`src/rtl/lkm_pkg.sv`:
```
// Package for the line keyword matcher: shared types, register codes and the
// ASCII case-fold helper. No dependencies.
package lkm_pkg;

  localparam int MAX_KEYWORD   = 16;  // default cell count
  localparam int KW_BYTES      = 16;  // keyword bytes held by the register file
  localparam int KW_BITS       = KW_BYTES * 8;
  localparam int LEN_W         = 5;
  localparam int CFG_ADDR_W    = 5;
  localparam int CFG_DATA_W    = 64;

  typedef enum logic [1:0] {
    REG_KEYWORD_LENGTH     = 2'd0,
    REG_KEYWORD_BYTES_LOW  = 2'd1,
    REG_KEYWORD_BYTES_HIGH = 2'd2,
    REG_IGNORE_CASE        = 2'd3
  } reg_idx_t;

  typedef struct packed {
    logic [LEN_W-1:0]   keyword_length;
    logic [KW_BITS-1:0] keyword_bytes;
    logic               ignore_case;
  } cfg_t;

  // Per-cycle control broadcast to every cell of the chain.
  typedef struct packed {
    logic       advance;      // a request is taken this cycle
    logic       flush;        // drop stored hits after this request
    logic       ignore_case;
    logic [7:0] folded_byte;  // incoming line byte, already folded
  } cell_ctrl_t;

  function automatic logic [7:0] fold_byte(input logic [7:0] b, input logic ic);
    logic [7:0] res;
    res = b;
    if (ic && (b >= 8'h41) && (b <= 8'h5A)) begin
      res = b + 8'h20;
    end
    return res;
  endfunction

endpackage

```
`src/rtl/lkm_cfg_regs.sv`:
```
// APB-style register file for the line keyword matcher.
// Depends on lkm_pkg for register codes and the configuration struct.
module lkm_cfg_regs (
  input  logic                            clk,
  input  logic                            rst_n,
  input  logic                            psel,
  input  logic                            penable,
  input  logic                            pwrite,
  input  logic [lkm_pkg::CFG_ADDR_W-1:0]  paddr,
  input  logic [lkm_pkg::CFG_DATA_W-1:0]  pwdata,
  output logic [lkm_pkg::CFG_DATA_W-1:0]  prdata,
  output logic                            pready,
  output lkm_pkg::cfg_t                   cfg
);

  logic [lkm_pkg::LEN_W-1:0]      len_r;
  logic [lkm_pkg::CFG_DATA_W-1:0] kw_low_r;
  logic [lkm_pkg::CFG_DATA_W-1:0] kw_high_r;
  logic                           ic_r;
  logic                           wr_en;
  lkm_pkg::reg_idx_t              idx;

  assign pready = 1'b1;
  assign wr_en  = psel && penable && pwrite && pready;
  assign idx    = lkm_pkg::reg_idx_t'(paddr[4:3]);

  always_ff @(posedge clk) begin
    if (!rst_n) begin
      len_r     <= '0;
      kw_low_r  <= '0;
      kw_high_r <= '0;
      ic_r      <= 1'b0;
    end else if (wr_en) begin
      case (idx)
        lkm_pkg::REG_KEYWORD_LENGTH:     len_r     <= pwdata[lkm_pkg::LEN_W-1:0];
        lkm_pkg::REG_KEYWORD_BYTES_LOW:  kw_low_r  <= pwdata;
        lkm_pkg::REG_KEYWORD_BYTES_HIGH: kw_high_r <= pwdata;
        lkm_pkg::REG_IGNORE_CASE:        ic_r      <= pwdata[0];
        default: ;
      endcase
    end
  end

  always_comb begin
    case (idx)
      lkm_pkg::REG_KEYWORD_LENGTH:
        prdata = {{(lkm_pkg::CFG_DATA_W-lkm_pkg::LEN_W){1'b0}}, len_r};
      lkm_pkg::REG_KEYWORD_BYTES_LOW:  prdata = kw_low_r;
      lkm_pkg::REG_KEYWORD_BYTES_HIGH: prdata = kw_high_r;
      lkm_pkg::REG_IGNORE_CASE:
        prdata = {{(lkm_pkg::CFG_DATA_W-1){1'b0}}, ic_r};
      default: prdata = '0;
    endcase
  end

  assign cfg.keyword_length = len_r;
  assign cfg.keyword_bytes  = {kw_high_r, kw_low_r};
  assign cfg.ignore_case    = ic_r;

endmodule

```
`src/rtl/lkm_cell.sv`:
```
// One cell of the matcher chain: holds one prefix-hit bit and compares its
// keyword byte with the incoming byte. Depends on lkm_pkg.
module lkm_cell #(
  parameter int IDX = 0
) (
  input  logic                       clk,
  input  logic                       rst_n,
  input  lkm_pkg::cell_ctrl_t        ctrl,
  input  logic [7:0]                 kw_byte,
  input  logic [lkm_pkg::LEN_W-1:0]  keyword_length,
  input  logic                       prev_hit,     // neighbor's stored hit
  input  logic                       prev_in_use,
  output logic                       in_use,
  output logic                       hit_calc,
  output logic                       hit_r
);

  logic hit_nxt;
  logic byte_eq;

  // In use: inside the length and no zero byte up to here.
  assign in_use   = prev_in_use && (keyword_length > lkm_pkg::LEN_W'(IDX))
                    && (kw_byte != 8'h00);
  assign byte_eq  = lkm_pkg::fold_byte(kw_byte, ctrl.ignore_case) == ctrl.folded_byte;
  assign hit_calc = prev_hit && byte_eq && in_use;
  assign hit_nxt  = ctrl.flush ? 1'b0 : hit_calc;

  always_ff @(posedge clk) begin
    if (!rst_n) begin
      hit_r <= 1'b0;
    end else if (ctrl.advance) begin
      hit_r <= hit_nxt;
    end
  end

endmodule

```
`src/rtl/line_keyword_matcher_core.sv`:
```
// Line keyword matcher: reports per line whether a keyword of up to MAX_KEYWORD
// bytes occurs in it. The result of a line is registered and appears in the cycle
// after its last byte is taken. Throughput: one byte per cycle, as the cell chain
// updates on every accepted byte; input stalls only while a result waits downstream.
// Reset (rst_n, synchronous) clears registers, line state and the result valid flag.
// Depends on lkm_pkg, lkm_cfg_regs and lkm_cell.
module line_keyword_matcher_core #(
  parameter int MAX_KEYWORD = lkm_pkg::MAX_KEYWORD
) (
  input  logic                            clk,
  input  logic                            rst_n,
  // byte stream
  input  logic                            in_valid,
  output logic                            in_stall,
  input  logic [7:0]                      in_line_byte,
  input  logic                            in_line_end,
  // per-line result
  output logic                            out_valid,
  input  logic                            out_stall,
  output logic                            out_line_matched,
  // configuration
  input  logic                            psel,
  input  logic                            penable,
  input  logic                            pwrite,
  input  logic [lkm_pkg::CFG_ADDR_W-1:0]  paddr,
  input  logic [lkm_pkg::CFG_DATA_W-1:0]  pwdata,
  output logic [lkm_pkg::CFG_DATA_W-1:0]  prdata,
  output logic                            pready
);

  lkm_pkg::cfg_t        cfg;
  lkm_pkg::cell_ctrl_t  ctrl;

  logic                   in_accept;
  logic [MAX_KEYWORD-1:0] in_use;
  logic [MAX_KEYWORD-1:0] last_cell;
  logic [MAX_KEYWORD-1:0] hit_calc;
  logic [MAX_KEYWORD-1:0] hits_r;
  logic                   kw_empty;
  logic                   kill;

  logic found_r, found_nxt;
  logic zero_r, zero_nxt;
  logic out_valid_r, out_valid_nxt;
  logic out_matched_r;

  lkm_cfg_regs u_cfg (
    .clk     (clk),
    .rst_n   (rst_n),
    .psel    (psel),
    .penable (penable),
    .pwrite  (pwrite),
    .paddr   (paddr),
    .pwdata  (pwdata),
    .prdata  (prdata),
    .pready  (pready),
    .cfg     (cfg)
  );

  // Hold the stream only while a finished result is still unread.
  assign in_stall  = out_valid_r && out_stall;
  assign in_accept = in_valid && !in_stall;

  // Effective keyword: cells in use form a run from cell 0; the run ends at
  // the length or at the first zero keyword byte. An empty run matches all.
  assign kw_empty  = !in_use[0];
  assign last_cell = in_use & ~(in_use >> 1);

  // A zero byte ends the searchable part of the line for good.
  assign zero_nxt  = zero_r || (in_line_byte == 8'h00);
  assign kill      = zero_nxt || kw_empty;

  assign ctrl.advance     = in_accept;
  assign ctrl.flush       = kill || in_line_end;
  assign ctrl.ignore_case = cfg.ignore_case;
  assign ctrl.folded_byte = lkm_pkg::fold_byte(in_line_byte, cfg.ignore_case);

  // Chain of cells: each takes its neighbor's stored hit on every accepted byte.
  for (genvar i = 0; i < MAX_KEYWORD; i++) begin : g_cell
    logic prev_hit;
    logic prev_in_use;
    if (i == 0) begin : g_head
      assign prev_hit    = 1'b1;
      assign prev_in_use = 1'b1;
    end else begin : g_link
      assign prev_hit    = hits_r[i-1];
      assign prev_in_use = in_use[i-1];
    end
    lkm_cell #(.IDX(i)) u_cell (
      .clk            (clk),
      .rst_n          (rst_n),
      .ctrl           (ctrl),
      .kw_byte        (cfg.keyword_bytes[8*i +: 8]),
      .keyword_length (cfg.keyword_length),
      .prev_hit       (prev_hit),
      .prev_in_use    (prev_in_use),
      .in_use         (in_use[i]),
      .hit_calc       (hit_calc[i]),
      .hit_r          (hits_r[i])
    );
  end

  // Whole keyword seen when the last cell in use hits.
  assign found_nxt = found_r || (!kill && |(hit_calc & last_cell));

  // Line state: advance on each request, drop at the line end.
  always_ff @(posedge clk) begin
    if (!rst_n) begin
      found_r <= 1'b0;
      zero_r  <= 1'b0;
    end else if (in_accept) begin
      if (in_line_end) begin
        found_r <= 1'b0;
        zero_r  <= 1'b0;
      end else begin
        found_r <= found_nxt;
        zero_r  <= zero_nxt;
      end
    end
  end

  // Result register: loaded on a line end, cleared once taken.
  always_comb begin
    out_valid_nxt = out_valid_r && out_stall;
    if (in_accept && in_line_end) begin
      out_valid_nxt = 1'b1;
    end
  end

  always_ff @(posedge clk) begin
    if (!rst_n) begin
      out_valid_r <= 1'b0;
    end else begin
      out_valid_r <= out_valid_nxt;
    end
  end

  always_ff @(posedge clk) begin
    if (in_accept && in_line_end) begin
      out_matched_r <= kw_empty || found_nxt;
    end
  end

  assign out_valid        = out_valid_r;
  assign out_line_matched = out_matched_r;

`ifndef SYNTHESIS
  a_result_from_line_end: assert property (@(posedge clk) disable iff (!rst_n)
    $rose(out_valid_r) |-> $past(in_accept && in_line_end))
    else $error("result appeared without a line end");

  a_empty_keyword_matches: assert property (@(posedge clk) disable iff (!rst_n)
    (out_valid_r && kw_empty) |-> out_matched_r)
    else $error("empty keyword gave a non-matching line");

  a_line_state_cleared: assert property (@(posedge clk) disable iff (!rst_n)
    (in_accept && in_line_end) |=> (hits_r == '0 && !found_r && !zero_r))
    else $error("line state not cleared after line end");

  a_zero_byte_kills_hits: assert property (@(posedge clk) disable iff (!rst_n)
    zero_r |-> (hits_r == '0))
    else $error("prefix hits kept after a zero byte");
`endif

endmodule

```
`config.mk`:
```
export PLATFORM = sky130hd
export DESIGN_NAME = line_keyword_matcher_core
export DESIGN_NICKNAME = d
export VERILOG_FILES = /design/src/rtl/lkm_pkg.sv /design/src/rtl/lkm_cfg_regs.sv /design/src/rtl/lkm_cell.sv /design/src/rtl/line_keyword_matcher_core.sv
export SDC_FILE = /design/constraint.sdc
export NUM_CORES = 1
export LEC_CHECK = 0
export ABC_AREA = 1
export ABC_CLOCK_PERIOD_IN_PS = 2750
export BUFFER_PORTS_ARGS = -buffer_cell sky130_fd_sc_hd__clkbuf_2
export CAP_MARGIN = 40
export CORE_MARGIN = 2
export CORE_UTILIZATION = 30
export CTS_CLUSTER_SIZE = 14
export DETAILED_ROUTE_END_ITERATION = 8
export SKIP_CTS_REPAIR_TIMING = 1
export SLEW_MARGIN = 0
export SYNTH_ARGS = -nofsm -noshare
export SYNTH_HDL_FRONTEND = slang
export SYNTH_SLANG_ARGS = --single-unit
```
`constraint.sdc`:
```
create_clock -name clk -period 2.75 [get_ports clk]
set_input_delay 0.55 -clock clk [delete_from_list [all_inputs] [get_ports clk]]
set_output_delay 0.55 -clock clk [all_outputs]
set_load 0.03 [all_outputs]
```
; After elaboration in Yosys (flattened, before gate mapping)
; Cells that the tools add are included.
[op_classes]
n_eq_ne = 19
addsub = 17
muxes = 36
bitwise_logic = 3
n_lt_le_gt_ge = 50
n_reduce_logical = 133
[op_table]
columns = operator, n
row1 = $pmux W64 S4, 1
row2 = $add A8 B6 Y8 const B, 17
row3 = $ge A8 B7 Y1 const B, 17
row4 = $le A8 B7 Y1 const B, 17
row5 = $mux W8, 17
row6 = $eq A8 B8 Y1, 16
row7 = $reduce_bool A8 Y1, 16
row8 = $logic_and A1 B1 Y1, 102
row9 = $gt A5 B4 Y1 const B, 8
row10 = $and A16 B16 Y16, 2
row11 = $gt A5 B3 Y1 const B, 4
row12 = $mux W1, 18
row13 = $not A15 Y16, 1
row14 = $reduce_or A16 Y1, 1
row15 = $gt A5 B1 Y1 const B, 2
row16 = $gt A5 B2 Y1 const B, 2
row17 = $logic_not A8 Y1, 1
row18 = $reduce_and A2 Y1, 4
row19 = $logic_or A1 B1 Y1, 5
row20 = $eq A2 B2 Y1 const B, 2
row21 = $logic_not A1 Y1, 3
row22 = $eq A2 B1 Y1 const B, 1
row23 = $logic_not A2 Y1, 1
[word_totals]
register_bits = 153
out_inout_bits = 68
in_bits = 85
wordCells = 281

; Depth between registers and ports, before layout
; Gate-level depths: netlist (run 1).
[logic_depth]
depth_word = 39
depth_mapped = 18
mapped_depth_nobuf = 17

; Cells and area by module
; Synthesis (run 1) repeated with hierarchy kept, for this count alone.
[hier_totals]
hier_cells = 2411
hier_area_um2 = 13670.6
[modules_own_cells]
columns = module, seq_area_each_um2, n_inst, cells_each, area_per_inst_um2
row1 = lkm_cfg_regs, 2682.6, 1, 1021, 6367.4
row2 = lkm_cell (g_cell[2].u_cell ...), 20.0, 2, 83, 441.7
row3 = line_keyword_matcher_core, 90.1, 1, 89, 509.2
row4 = lkm_cell (g_cell[4].u_cell), 20.0, 1, 83, 451.7
row5 = lkm_cell (g_cell[13].u_cell), 20.0, 1, 80, 435.4
row6 = lkm_cell (g_cell[8].u_cell), 20.0, 1, 87, 434.2
row7 = lkm_cell (g_cell[9].u_cell), 20.0, 1, 81, 434.2
row8 = lkm_cell (g_cell[1].u_cell), 20.0, 1, 79, 425.4
row9 = lkm_cell (g_cell[12].u_cell), 20.0, 1, 83, 424.2
row10 = lkm_cell (g_cell[6].u_cell), 20.0, 1, 77, 422.9
row11 = lkm_cell (g_cell[14].u_cell), 20.0, 1, 80, 417.9
row12 = lkm_cell (g_cell[7].u_cell), 20.0, 1, 79, 417.9
row13 = lkm_cell (g_cell[10].u_cell), 20.0, 1, 90, 414.1
row14 = lkm_cell (g_cell[11].u_cell), 20.0, 1, 78, 414.1
row15 = 3 more rows, n/a, n/a, n/a, n/a

; Least setup slack after synthesis (run 1)
; No wires, ideal clock.
[synth_timing]
path_type = input port to flip-flop
from = in in_line_byte[2]
to = reg out_matched_r (netlist: out_line_matched) (data pin)
arrival_time_ns = 2.041
path_buffers = 2
setup_ns = 0.263
path_stages = 18
t_required_ns = 2.487
slack_ns = 0.446
path_cell_list = buf_6 > inv_2 > nand2_1 > nand3_1 > nand3_4 > o21ai_2 > buf_4 > nand2_1 > nand2_1 > nor2_1 > nand3_1 > nand2_1 > nor2_1 > nand3_1 > nor2_1 > nand4_1 > nand2_1 > nand3_1
[synth_between]
elab_chain_cells = 12
word_cells_on_any_way = 62
cone_classes = add/sub (1) / order compare (2) / eq/ne (16) / mux (1) / bitwise (1) / reduce/logical (41)
[synth_rtl]
columns = item, line
row1 = "start, declared", line_keyword_matcher_core.sv:15  ; input logic [7:0] in_line_byte,
row2 = $ge A8 B7 Y1, lkm_pkg.sv:36  ; if (ic && (b >= 8'h41) && (b <= 8'h5A)) begin
row3 = $logic_and A1 B1 Y1 (2 in series), lkm_pkg.sv:36
row4 = $mux W8, lkm_pkg.sv:36
row5 = $eq A8 B8 Y1, lkm_cell.sv:24  ; assign byte_eq = lkm_pkg::fold_byte(kw_byte, ctrl.ignore_case) == ctrl.folded_byte;
row6 = $logic_and A1 B1 Y1 (2 in series), lkm_cell.sv:25  ; assign hit_calc = prev_hit && byte_eq && in_use;
row7 = $and A16 B16 Y16, line_keyword_matcher_core.sv:104  ; assign found_nxt = found_r || (!kill && |(hit_calc & last_cell));
row8 = $reduce_or A16 Y1, line_keyword_matcher_core.sv:104
row9 = $logic_and A1 B1 Y1 (*), line_keyword_matcher_core.sv:104
row10 = $logic_or A1 B1 Y1 (*), line_keyword_matcher_core.sv:104
row11 = $logic_or A1 B1 Y1 (*), line_keyword_matcher_core.sv:140  ; out_matched_r <= kw_empty || found_nxt;
row12 = "end signal, assigned", line_keyword_matcher_core.sv:140
row13 = "end, declared", line_keyword_matcher_core.sv:45  ; logic out_matched_r;
; Mark *: on every way between the ends. The rest lies on a longest branch, timed or not.
; A chain may end at the register's enable or synchronous reset.

; Final worst setup path (run 1)
[layout_timing]
from = reg u_cfg.kw_low_r[15] in the netlist's numbering
to = reg out_matched_r (netlist: out_line_matched) (data pin)
[layout_between]
elab_chain_cells = 37
word_cells_on_any_way = 60
cone_classes = add/sub (1) / order compare (2) / eq/ne (1) / mux (1) / bitwise (3) / reduce/logical (52)
[layout_rtl]
columns = item, line
row1 = "start, declared", lkm_cfg_regs.sv:17  ; logic [lkm_pkg::CFG_DATA_W-1:0] kw_low_r;
row2 = "start signal, assigned", lkm_cfg_regs.sv:36  ; lkm_pkg::REG_KEYWORD_BYTES_LOW: kw_low_r <= pwdata;
row3 = $reduce_bool A8 Y1, lkm_cell.sv:23  ; && (kw_byte != 8'h00);
row4 = $logic_and A1 B1 Y1, lkm_cell.sv:23
row5 = $logic_and A1 B1 Y1, lkm_cell.sv:22  ; assign in_use = prev_in_use && (keyword_length > lkm_pkg::LEN_W'(IDX))
row6 = $logic_and A1 B1 Y1, lkm_cell.sv:23
row7 = $logic_and A1 B1 Y1, lkm_cell.sv:22
row8 = $logic_and A1 B1 Y1, lkm_cell.sv:23
row9 = $logic_and A1 B1 Y1, lkm_cell.sv:22
row10 = $logic_and A1 B1 Y1, lkm_cell.sv:23
row11 = [21 not listed], n/a
row12 = $logic_and A1 B1 Y1, lkm_cell.sv:23
row13 = $not A15 Y16, line_keyword_matcher_core.sv:67  ; assign last_cell = in_use & ~(in_use >> 1);
row14 = $and A16 B16 Y16, line_keyword_matcher_core.sv:67
row15 = $and A16 B16 Y16 (*), line_keyword_matcher_core.sv:104
row16 = $reduce_or A16 Y1 (*), line_keyword_matcher_core.sv:104
row17 = $logic_and A1 B1 Y1 (*), line_keyword_matcher_core.sv:104
row18 = $logic_or A1 B1 Y1 (*), line_keyword_matcher_core.sv:104
row19 = $logic_or A1 B1 Y1 (*), line_keyword_matcher_core.sv:140
; Marked as above.

==> flow_summary.yaml, run 1 <==
outcome:
  status: "finished, final reports clean"
floorplan:
  fp.dieH_um: 183
  core_mm2: 0.0315
  die_w_um: 183
  ios: 153
  design.die.area_mm2: 0.0334
  rows: 65
  initial_core_util_pct: 30.5
clocking:
  cts_made_buffers: 17
  cts.sinks: 153
  root_buffer: "clkbuf_16"
  clk_latency_ns: 0.44
  cts_max_level: 4
  clkTransAtPathRegs_ns: 0.07
  cts_tree: "done"
  clockBufferDepth: 2
logic_synthesis:
  ys_warn_count: 0
  synth.top_cells.by_count: "o21ai_0 (191), nand2_1 (187), nor2_1 (183)"
  synth_area_per_cell_um2: 6.48
  synth_cell_types: 49
  syn_inst: 1480
  ys_seq_area_share_pct: 32.1
  synthArstFlopShare_pct: 0
  synth_top_area_cell: "dfxtp_1"
  synth_most_common_cell: "o21ai_0"
  synth_top_area_share_pct: 31.7
  netlist_area_mm2: 0.00959
  synthFlopType: "dfxtp_1"
  synth-seq-cells: 153
  synth_edf_count: 1
  syn_nets: 1582
  synthTopCellsByArea: "dfxtp_1 (32%), o21ai_0 (10%), a21oi_1 (8.1%), nand2_1 (7.3%), nor2_1 (7.2%)"
place:
  gp_congestion: 0.874
  portBuffers: 148
  hpwl_um: 26600
critical_path:
  cp.depth: 16
  critPathMostFrequentCell: "nand4_1"
  rr_worst_depth: 16
  cpMaxStageDelayCell: "dfxtp_1"
  crit_chain: "inv_1, nand2_1, nor2_1, inv_1, nor2_1, nor2_2, nand4_1, nor2_1, nand4_1, nor2_2, nand4_1, nor2_2, nand3_1, nand4_1, nand2_1, nand3_1"
  cp_top_family: "simple AND/OR/NAND/NOR gates"
  worstSetupPathType: "register to register"
  reg2reg_to: "out_line_matched$_DFFE_PP_"
  rrSetupSlack_ns: 0.28
  slowest_delay_ns: 0.39
  critical_path.startpoint: "u_cfg.kw_low_r[15]$_SDFFE_PN0P_"
  endpoint_kind: "register"
  reg2reg_from: "u_cfg.kw_low_r[15]$_SDFFE_PN0P_"
  cp.arrival_ns: 2.77
  cp_data_required_time_ns: 3.05
  critPathBufInv: 2
  worstSetupStartpointType: "register"
  endpoint: "out_line_matched$_DFFE_PP_"
  worstPathMaxFanout: 3
global_route:
  grt_pass1_wl_um: 55200
  grt_pass1_vias: 10100
  antenna_found_initial: 2
  grt_max_degree: 73
  grt_usage_pct: 21.0
  overflow: 0
sta:
  skew_ns: 0.0106
  finalCritPeriodShare_pct: 89.7
  final-setup-viol-count: 0
  fin_crit_ns: 2.47
  hold_ws_ns: 0.343
  clock.fmax_ghz: 0.405
  final-hold-violation-count: 0
  rsz0062_at_grt: "no"
  finalMaxSlewViolations: 0
  max_slew_margin_pct: 50.4
  worst_pin_slew_ns: 0.737
  fin_setup_tns_ns: 0
power_and_ir_drop:
  p_leak_nw: 4.88
  p_total_mw: 5.49
  power.density_mw_per_mm2: 474
  vdd_drop_max_mv: 0.425
routing:
  drc: 0
  wl_met1_um: 15700
  viasPerCell: 5.27
  detail_route.iter0.violations: 1028
  ant_nets: 0
  num_vias: 10800
  met2_length_um: 16400
  wl_per_cell_um: 17.4
  routed.top_layer: "met5"
  first_pass_iters: 6
  wirelength_um: 35600
  routed-wl-met3_um: 2400
finish:
  areaGrowthSynthToFinish_pct: 20.8
  nFillCells: 3407
  nets: 1728
  drive_above_1_share_pct: 16.5
worst_hold_path:
  hp-class: "primary input to register"
job:
  max-cap-violations: 0
[where the power goes]
group / switching, mW / leakage [nW] / total (mW) / internal, mW
combinational: 0.490 / 3.35 / 0.739 / 0.249
clock: 0.984 / 0.295 / 2.45 / 1.47
sequential: 0.0408 / 1.24 / 2.30 / 2.26
[sequential cells by signal, indices dropped and copies added (netlist names)]
register and flops:
out_valid 1, g_cell.u_cell.hit_r 15, out_line_matched 1, found_r 1, u_cfg.kw_low_r 64, u_cfg.kw_high_r 64
u_cfg.len_r 5, u_cfg.ic_r 1, zero_r 1
[cells in the final DEF (no fill, tap or decap), drive strengths merged, types with 4 or more instances in the layout]
cell | Yosys | final
nand3 | 90 | 90
o211ai | 5 | 5
clkbuf | 55 | 166
inv | 184 | 184
xor2 | 20 | 20
nand2 | 191 | 191
ha | 17 | 17
nor4 | 6 | 6
buf | 23 | 58
nor2 | 197 | 197
a221oi | 5 | 5
xnor2 | 17 | 17
clkinv | 3 | 10
o22ai | 72 | 72
nor3 | 32 | 32
o21ai | 195 | 195
dfxtp | 152 | 152
o2111ai | 4 | 4
nand4 | 35 | 35
a21oi | 157 | 157
[logic make-up after synthesis]
group,after synthesis,share of synthesized area [%]
AND/OR/NAND/NOR,556,25.6
AO/OA/AOI/OAI,451,25.6
buffers and inverters,265,11.2
flip-flops,153,32.1
XOR/XNOR,37,3.38
adder cells (fa/ha/maj),17,2.22
other,1,0.0391
[worst min path at each step]
stage / start / endpoint / slack [ns] / cells after the start
3_3_place_gp: g_cell[11].u_cell.hit_r$_SDFFE_PN0P_ / g_cell[11].u_cell.hit_r$_SDFFE_PN0P_ / 0.45 / 2
5_1_grt: pwdata[10] / u_cfg.kw_low_r[10]$_SDFFE_PN0P_ / 0.35 / 3
4_1_cts: pwdata[10] / u_cfg.kw_low_r[10]$_SDFFE_PN0P_ / 0.34 / 3
6_report: pwdata[10] / u_cfg.kw_low_r[10]$_SDFFE_PN0P_ / 0.34 / 3
3_5_place_dp: g_cell[11].u_cell.hit_r$_SDFFE_PN0P_ / g_cell[11].u_cell.hit_r$_SDFFE_PN0P_ / 0.46 / 2
2_1_floorplan: g_cell[2].u_cell.hit_r$_SDFFE_PN0P_ / g_cell[2].u_cell.hit_r$_SDFFE_PN0P_ / 0.44 / 2
[tightest hold or removal path, cell delays in order]
cell and delay [ns]:
clkbuf_2 0.08, nor2_1 0.04, nor2_1 0.08
[final cells by class]
type | instances | area [um^2] | area share (%)
Sequential cell | 153 | 3080 | 26.6
Antenna cell | 1 | 2.50 | 0.0216
Multi-Input combinational cell | 1062 | 5450 | 47.0
Tap cell | 402 | 503 | 4.34
Clock inverter | 12 | 149 | 1.29
Timing Repair Buffer | 205 | 1250 | 10.8
Inverter | 187 | 704 | 6.08
Clock buffer | 19 | 453 | 3.91
[metal layers]
metal  vias to the layer above  GRT usage [%]
li1                       5305              -
met1                      4998           27.2
met2                       396           34.9
met3                        64           4.15
met4                         2           7.62
met5                         -              0
[stage by stage]
step	util, %	instances	setup slack (ns)	area, um^2
global route	36.8	2041	0.0235	11600
detailed placement	34.8	2007	-0.117	11000
CTS	36.7	2038	0.162	11600
floorplan	-	1480	0.446	9590
finish	36.8	2041	0.282	11600
global placement	34.8	2007	-0.0915	11000
Note: power is estimated with default switching activity, not from simulation.
==> run 2, diff against run 1 <==
PLACE_DENSITY_LB_ADDON = 0.12   (was default)
==> run 2 against run 1 <==
Critical path depth decreased by 2. Sequential cell count unchanged. Clock power decreased by 9.8%. Worst setup slack got worse by 0.0083 ns. Sequential power about the same. Non-clock buffer count increased by 21. Combinational power increased by 4.7%. Critical path type unchanged. Critical endpoint unchanged. Largest power group is now registers. Highest routed layer is now met4.
==> flow_summary.yaml, run 2 (same netlist as run 1, synthesis figures left out) <==
sta:
  worst_pin_slew_ns: 0.738
  final-hold-violation-count: 0
  finalMaxSlewViolations: 0
  fin_setup_tns_ns: 0
  setup_slack_ns: 0.274
  skew_ns: 0.0101
  clock.fmax_ghz: 0.404
  max_slew_margin_pct: 50.8
  rsz0062_at_grt: "no"
  final-setup-viol-count: 0
  finalCritPeriodShare_pct: 90.0
  fin_crit_ns: 2.48
clocking:
  clkTransAtPathRegs_ns: 0.06
  cts_max_level: 4
  root_buffer: "clkbuf_16"
  clockBufferDepth: 2
  clk_latency_ns: 0.45
  cts_made_buffers: 17
  cts.sinks: 153
  cts_tree: "done"
global_route:
  use_met2_pct: 36.5
  overflow: 0
  grt_usage_pct: 22.4
  met3_usage_pct: 3.83
  grt_pass1_wl_um: 57500
  gr-max-usage-layer: "met2"
  antenna_found_initial: 1
  grt_max_degree: 75
  met1_usage_pct: 30.2
  grt_pass1_vias: 10100
routing:
  first_pass_iters: 5
  detail_route.iter0.violations: 669
  wirelength_um: 37100
  drc: 0
  num_vias: 10600
  viasPerCell: 5.12
  ant_nets: 0
  wl_per_cell_um: 18.0
critical_path:
  rr_worst_depth: 14
  crit_chain: "nand2_1, nor2_2, nand3_4, nand2_2, inv_2, buf_4, xor2_1, nand2_1, nor3_1, buf_4, nand3_1, nand4_1, nand2_1, nand3_1"
  slowest_delay_ns: 0.43
  worstPathMaxFanout: 8
  endpoint_kind: "register"
  critPathMostFrequentCell: "nand2_1"
  reg2reg_from: "u_cfg.ic_r$_SDFFE_PN0P_"
  rrSetupSlack_ns: 0.27
  reg2reg_to: "out_line_matched$_DFFE_PP_"
  worstSetupStartpointType: "register"
  worstSetupPathType: "register to register"
  cpMaxStageDelayCell: "dfxtp_2"
  cp.arrival_ns: 2.79
  cp_top_family: "simple AND/OR/NAND/NOR gates"
  cp_data_required_time_ns: 3.06
  critPathBufInv: 3
power_and_ir_drop:
  p_int_mw: 3.72
  power.density_mw_per_mm2: 452
  power.share.switching_pct: 29.7
  vdd_drop_max_mv: 0.446
  p_sw_mw: 1.57
  p_seq_share_pct: 43.5
  p_leak_nw: 4.96
  p_clk_share_pct: 41.9
  p_total_mw: 5.29
  pwr-share-comb_pct: 14.6
worst_hold_path:
  hp-class: "primary input to register"
  hold_start: "pwdata[9]"
  hold_depth: 3
  hold_path_end: "u_cfg.kw_low_r[9]$_SDFFE_PN0P_"
place:
  gp_congestion: 0.893
  dp_slack_ns: -0.0875
  portBuffers: 148
  hpwl_um: 27600
floorplan:
  ios: 153
  fp.dieH_um: 183
  design.die.area_mm2: 0.0334
  initial_core_util_pct: 30.5
  die_w_um: 183
  core_mm2: 0.0315
  rows: 65
finish:
  final_common_cell: "o21ai_0"
  nets: 1749
  areaGrowthSynthToFinish_pct: 22.1
  top_regs: "u_cfg.kw_high_r: 64 flops, u_cfg.kw_low_r: 64 flops, g_cell.u_cell.hit_r: 15 flops"
  layout_common_cells: "o21ai_0 (190), nand2_1 (187), nor2_1 (181)"
  drive_above_1_share_pct: 17.5
job:
  max-cap-violations: 0
outcome:
  status: "finished, final reports clean"
run 2: area by class of cell:
cell class	instances	area, um^2
fillers	3438	19800
multi-input cells	1062	5450
flip-flops and latches	153	3070
repair buffers	226	1440
inverters	187	704
well taps	402	503
clock buffers	20	457
clock inverters	12	76.3
diodes	1	2.50
run 2: how the worst max path moves through the flow:
stage                                 from  cells after the start  slack (ns)                    endpoint
2_1_floorplan              in_line_byte[2]                     18        0.45  out_line_matched$_DFFE_PP_
3_3_place_gp               in_line_byte[1]                     15       -0.08  out_line_matched$_DFFE_PP_
3_5_place_dp               in_line_byte[1]                     15       -0.09  out_line_matched$_DFFE_PP_
4_1_cts            u_cfg.ic_r$_SDFFE_PN0P_                     14        0.12  out_line_matched$_DFFE_PP_
5_1_grt        u_cfg.len_r[3]$_SDFFE_PN0P_                     14        0.01  out_line_matched$_DFFE_PP_
6_report           u_cfg.ic_r$_SDFFE_PN0P_                     14        0.27  out_line_matched$_DFFE_PP_
run 2: worst register-to-register path, delay by kind of cell, from the launching register on:
family        cells  cell delay (ns)
xor+xnor          1             0.14
buf+inv           3             0.52
flops             1             0.43
simple gates     10             1.26
run 2: metal layers:
| metal | up-vias | share of wire, % |
|---|---|---|
| met1 | 4935 | 47 |
| met2 | 240 | 46 |
| met3 | 44 | 4.5 |
| met4 | 0 | 2.1 |
| met5 | - | 0 |
| li1 | 5347 | - |
run 2: per-stage QoR:
| stage | hold WS (ns) | util [%] | instance area [um^2] | std cells |
|---|---|---|---|---|
| finish | 0.340 | 37.2 | 11700 | 2063 |
| detailed placement | 0.456 | 35.5 | 11200 | 2030 |
| floorplan | 0.441 | - | 9590 | 1480 |
| global route | 0.358 | 37.2 | 11700 | 2062 |
| global placement | 0.454 | 35.5 | 11200 | 2029 |
| CTS | 0.319 | 37.2 | 11700 | 2062 |
run 2: power groups by stage:
stage                     Sequential, mW  Clock [mW]  Combinational [mW]
after global placement              2.35           0               0.767
after CTS                           2.30        2.27               0.771
after detailed placement            2.35           0               0.768
final                               2.30        2.21               0.774
after global routing                2.31        2.34               0.851
after floorplan                     2.34           0               0.443
==> run 3, diff against run 2 <==
ABC_AREA = default   (was 1)
==> run 3 against run 2 <==
The flow now finishes with violations (negative setup slack). Hold slack gained 0.0025 ns. Worst setup slack worse by 0.42 ns. Final cell count shrank 1.0%.
==> flow_summary.yaml, run 3 <==
critical_path:
  worstSetupPathType: "primary input to register"
  worstSetupStartpointType: "primary input"
  worstPathMaxFanout: 6
  cp_data_required_time_ns: 2.94
  cp.arrival_ns: 3.08
  endpoint_kind: "register"
sta:
  rsz0062_at_grt: "yes"
  worst_pin_slew_ns: 0.762
  final-hold-violation-count: 0
  setup_slack_ns: -0.141
  finalMaxSlewViolations: 0
  hold_ws_ns: 0.342
  clock.fmax_ghz: 0.346
  fin_setup_tns_ns: -0.187
  skew_ns: 0.00791
  finalCritPeriodShare_pct: 105
  final-setup-viol-count: 2
  fin_crit_ns: 2.89
  max_slew_margin_pct: 48.7
place:
  dpl-instance-area_mm2: 0.0128
  portBuffers: 148
  hpwl_um: 28500
  gp_congestion: 0.876
  dp_slack_ns: -0.753
clocking:
  root_buffer: "clkbuf_16"
  clk_latency_ns: 0.45
  cts.sinks: 153
  cts_tree: "done"
  cts_made_buffers: 17
  clockBufferDepth: 2
  cts_max_level: 4
  clkTransAtPathRegs_ns: 0.07
logic_synthesis:
  synthTopCellsByArea: "dfxtp_1 (31%), nand2_1 (12%), a21boi_0 (10%), xor2_1 (6.3%), a22o_1 (5.3%)"
  synth_cell_types: 71
  synth_top_area_share_pct: 30.6
  synth_xor_area_share_pct: 11.1
  syn_inst: 1262
  yosys.area_share.adder_pct: 2.14
  synthArstFlopShare_pct: 0
  synth_area_per_cell_um2: 7.88
  synth.top_cells.by_count: "nand2_1 (316), dfxtp_1 (152), a21boi_0 (133)"
  muxShareOfSynthArea_pct: 1.45
  ys_seq_area_share_pct: 30.9
  synthFlopType: "dfxtp_1"
  ys_warn_count: 0
  synth-seq-cells: 153
  synth_top_area_cell: "dfxtp_1"
  synthSimpleGateAreaFrac_pct: 23.3
  synth_edf_count: 1
  netlist_area_mm2: 0.00994
  synth_compound_area_share_pct: 26.1
  syn_nets: 1364
  synth_most_common_cell: "nand2_1"
  synth_top_family_by_area: "compound AO/OA/AOI/OAI gates"
global_route:
  antenna_found_initial: 0
  grt_usage_pct: 22.6
  grt_pass1_wl_um: 59500
  grt_max_degree: 66
  grt_pass1_vias: 10200
  overflow: 0
power_and_ir_drop:
  p_total_mw: 5.26
  power.density_mw_per_mm2: 384
  vdd_drop_max_mv: 0.397
  p_leak_nw: 5.53
floorplan:
  rows: 66
  die_w_um: 186
  fp.dieH_um: 186
  design.die.area_mm2: 0.0346
  initial_core_util_pct: 30.5
  ios: 153
  core_mm2: 0.0326
finish:
  top_regs: "u_cfg.kw_high_r: 64 flops, u_cfg.kw_low_r: 64 flops, g_cell.u_cell.hit_r: 15 flops"
  diodes: 0
  drive_above_1_share_pct: 30.1
  final_common_cell: "nand2_1"
  nets: 1690
  fin_area_mm2: 0.0137
  areaGrowthSynthToFinish_pct: 37.6
  layout_common_cells: "nand2_1 (313), buf_4 (232), dfxtp_1 (151)"
routing:
  wl_per_cell_um: 18.9
  viasPerCell: 5.10
  detail_route.iter0.violations: 604
  drc: 0
  num_vias: 10400
  ant_nets: 0
  wirelength_um: 38600
  first_pass_iters: 5
job:
  max-cap-violations: 0
worst_hold_path:
  hp-class: "primary input to register"
outcome:
  violations: "negative setup slack"
  status: "complete, but fails checks"
[run 3: cell type report]
| cell class | count | area (um^2) |
|---|---|---|
| multi-input combinational | 988 | 6590 |
| fill | 3380 | 18900 |
| clock inverter | 11 | 97.6 |
| inverter | 34 | 128 |
| sequential | 153 | 3080 |
| timing repair buffer | 394 | 2800 |
| clock buffer | 20 | 447 |
| tap | 442 | 553 |
[run 3: cell families (layout without fill, tap and decap cells)]
family	after synthesis	after routing
AO/OA/AOI/OAI	333	333
XOR/XNOR	126	126
adder cells (fa/ha/maj)	17	17
buffers and inverters	121	459
flip-flops	153	153
multiplexers	13	13
other	1	1
AND/OR/NAND/NOR	498	498
[run 3: where the power goes]
| part | internal [mW] | switching, mW | total (mW) |
|---|---|---|---|
| logic | 0.318 | 0.399 | 0.717 |
| clock network | 1.26 | 1.01 | 2.27 |
| registers | 2.24 | 0.0221 | 2.26 |
[run 3: critical path, cell delays in order]
cell and delay [ns]:
buf_8 0.09, or4_4 0.55, o221ai_4 0.28, buf_6 0.17, o31ai_4 0.09, buf_12 0.16
o211ai_1 0.18, o32a_1 0.18, o32ai_2 0.09, nor4_2 0.30, nand2_1 0.12, a211o_1 0.30
[run 3: per-stage QoR]
step	std cells	util, %
final	2042	41.9
after global routing	2042	41.9
after CTS	2034	41.0
after detailed placement	2003	39.3
after global placement	2000	39.2
after floorplan	1262	-
[run 3: final timing paths]
check	end	slack (ns)	from	cells past startpoint
worst max-delay path	out_line_matched$_DFFE_PP_	-0.14	in_line_byte[3]	12
worst min register to register	g_cell[0].u_cell.hit_r$_SDFFE_PN0P_	0.47	g_cell[0].u_cell.hit_r$_SDFFE_PN0P_	2
worst max register to register	out_line_matched$_DFFE_PP_	-0.14	u_cfg.kw_low_r[0]$_SDFFE_PN0P_	9
worst min-delay path	u_cfg.kw_low_r[29]$_SDFFE_PN0P_	0.34	pwdata[29]	3
[run 3: per-layer routing]
metal / GRT usage (%) / vias up / part of all wire [%] / wire length (um)
li1: - / 5121 / - / -
met1: 30.8 / 5027 / 47 / 18100
met2: 37.4 / 237 / 47 / 18200
met3: 3.25 / 35 / 4.2 / 1640
met4: 5.57 / 0 / 1.5 / 580
met5: 0 / - / 0 / 0
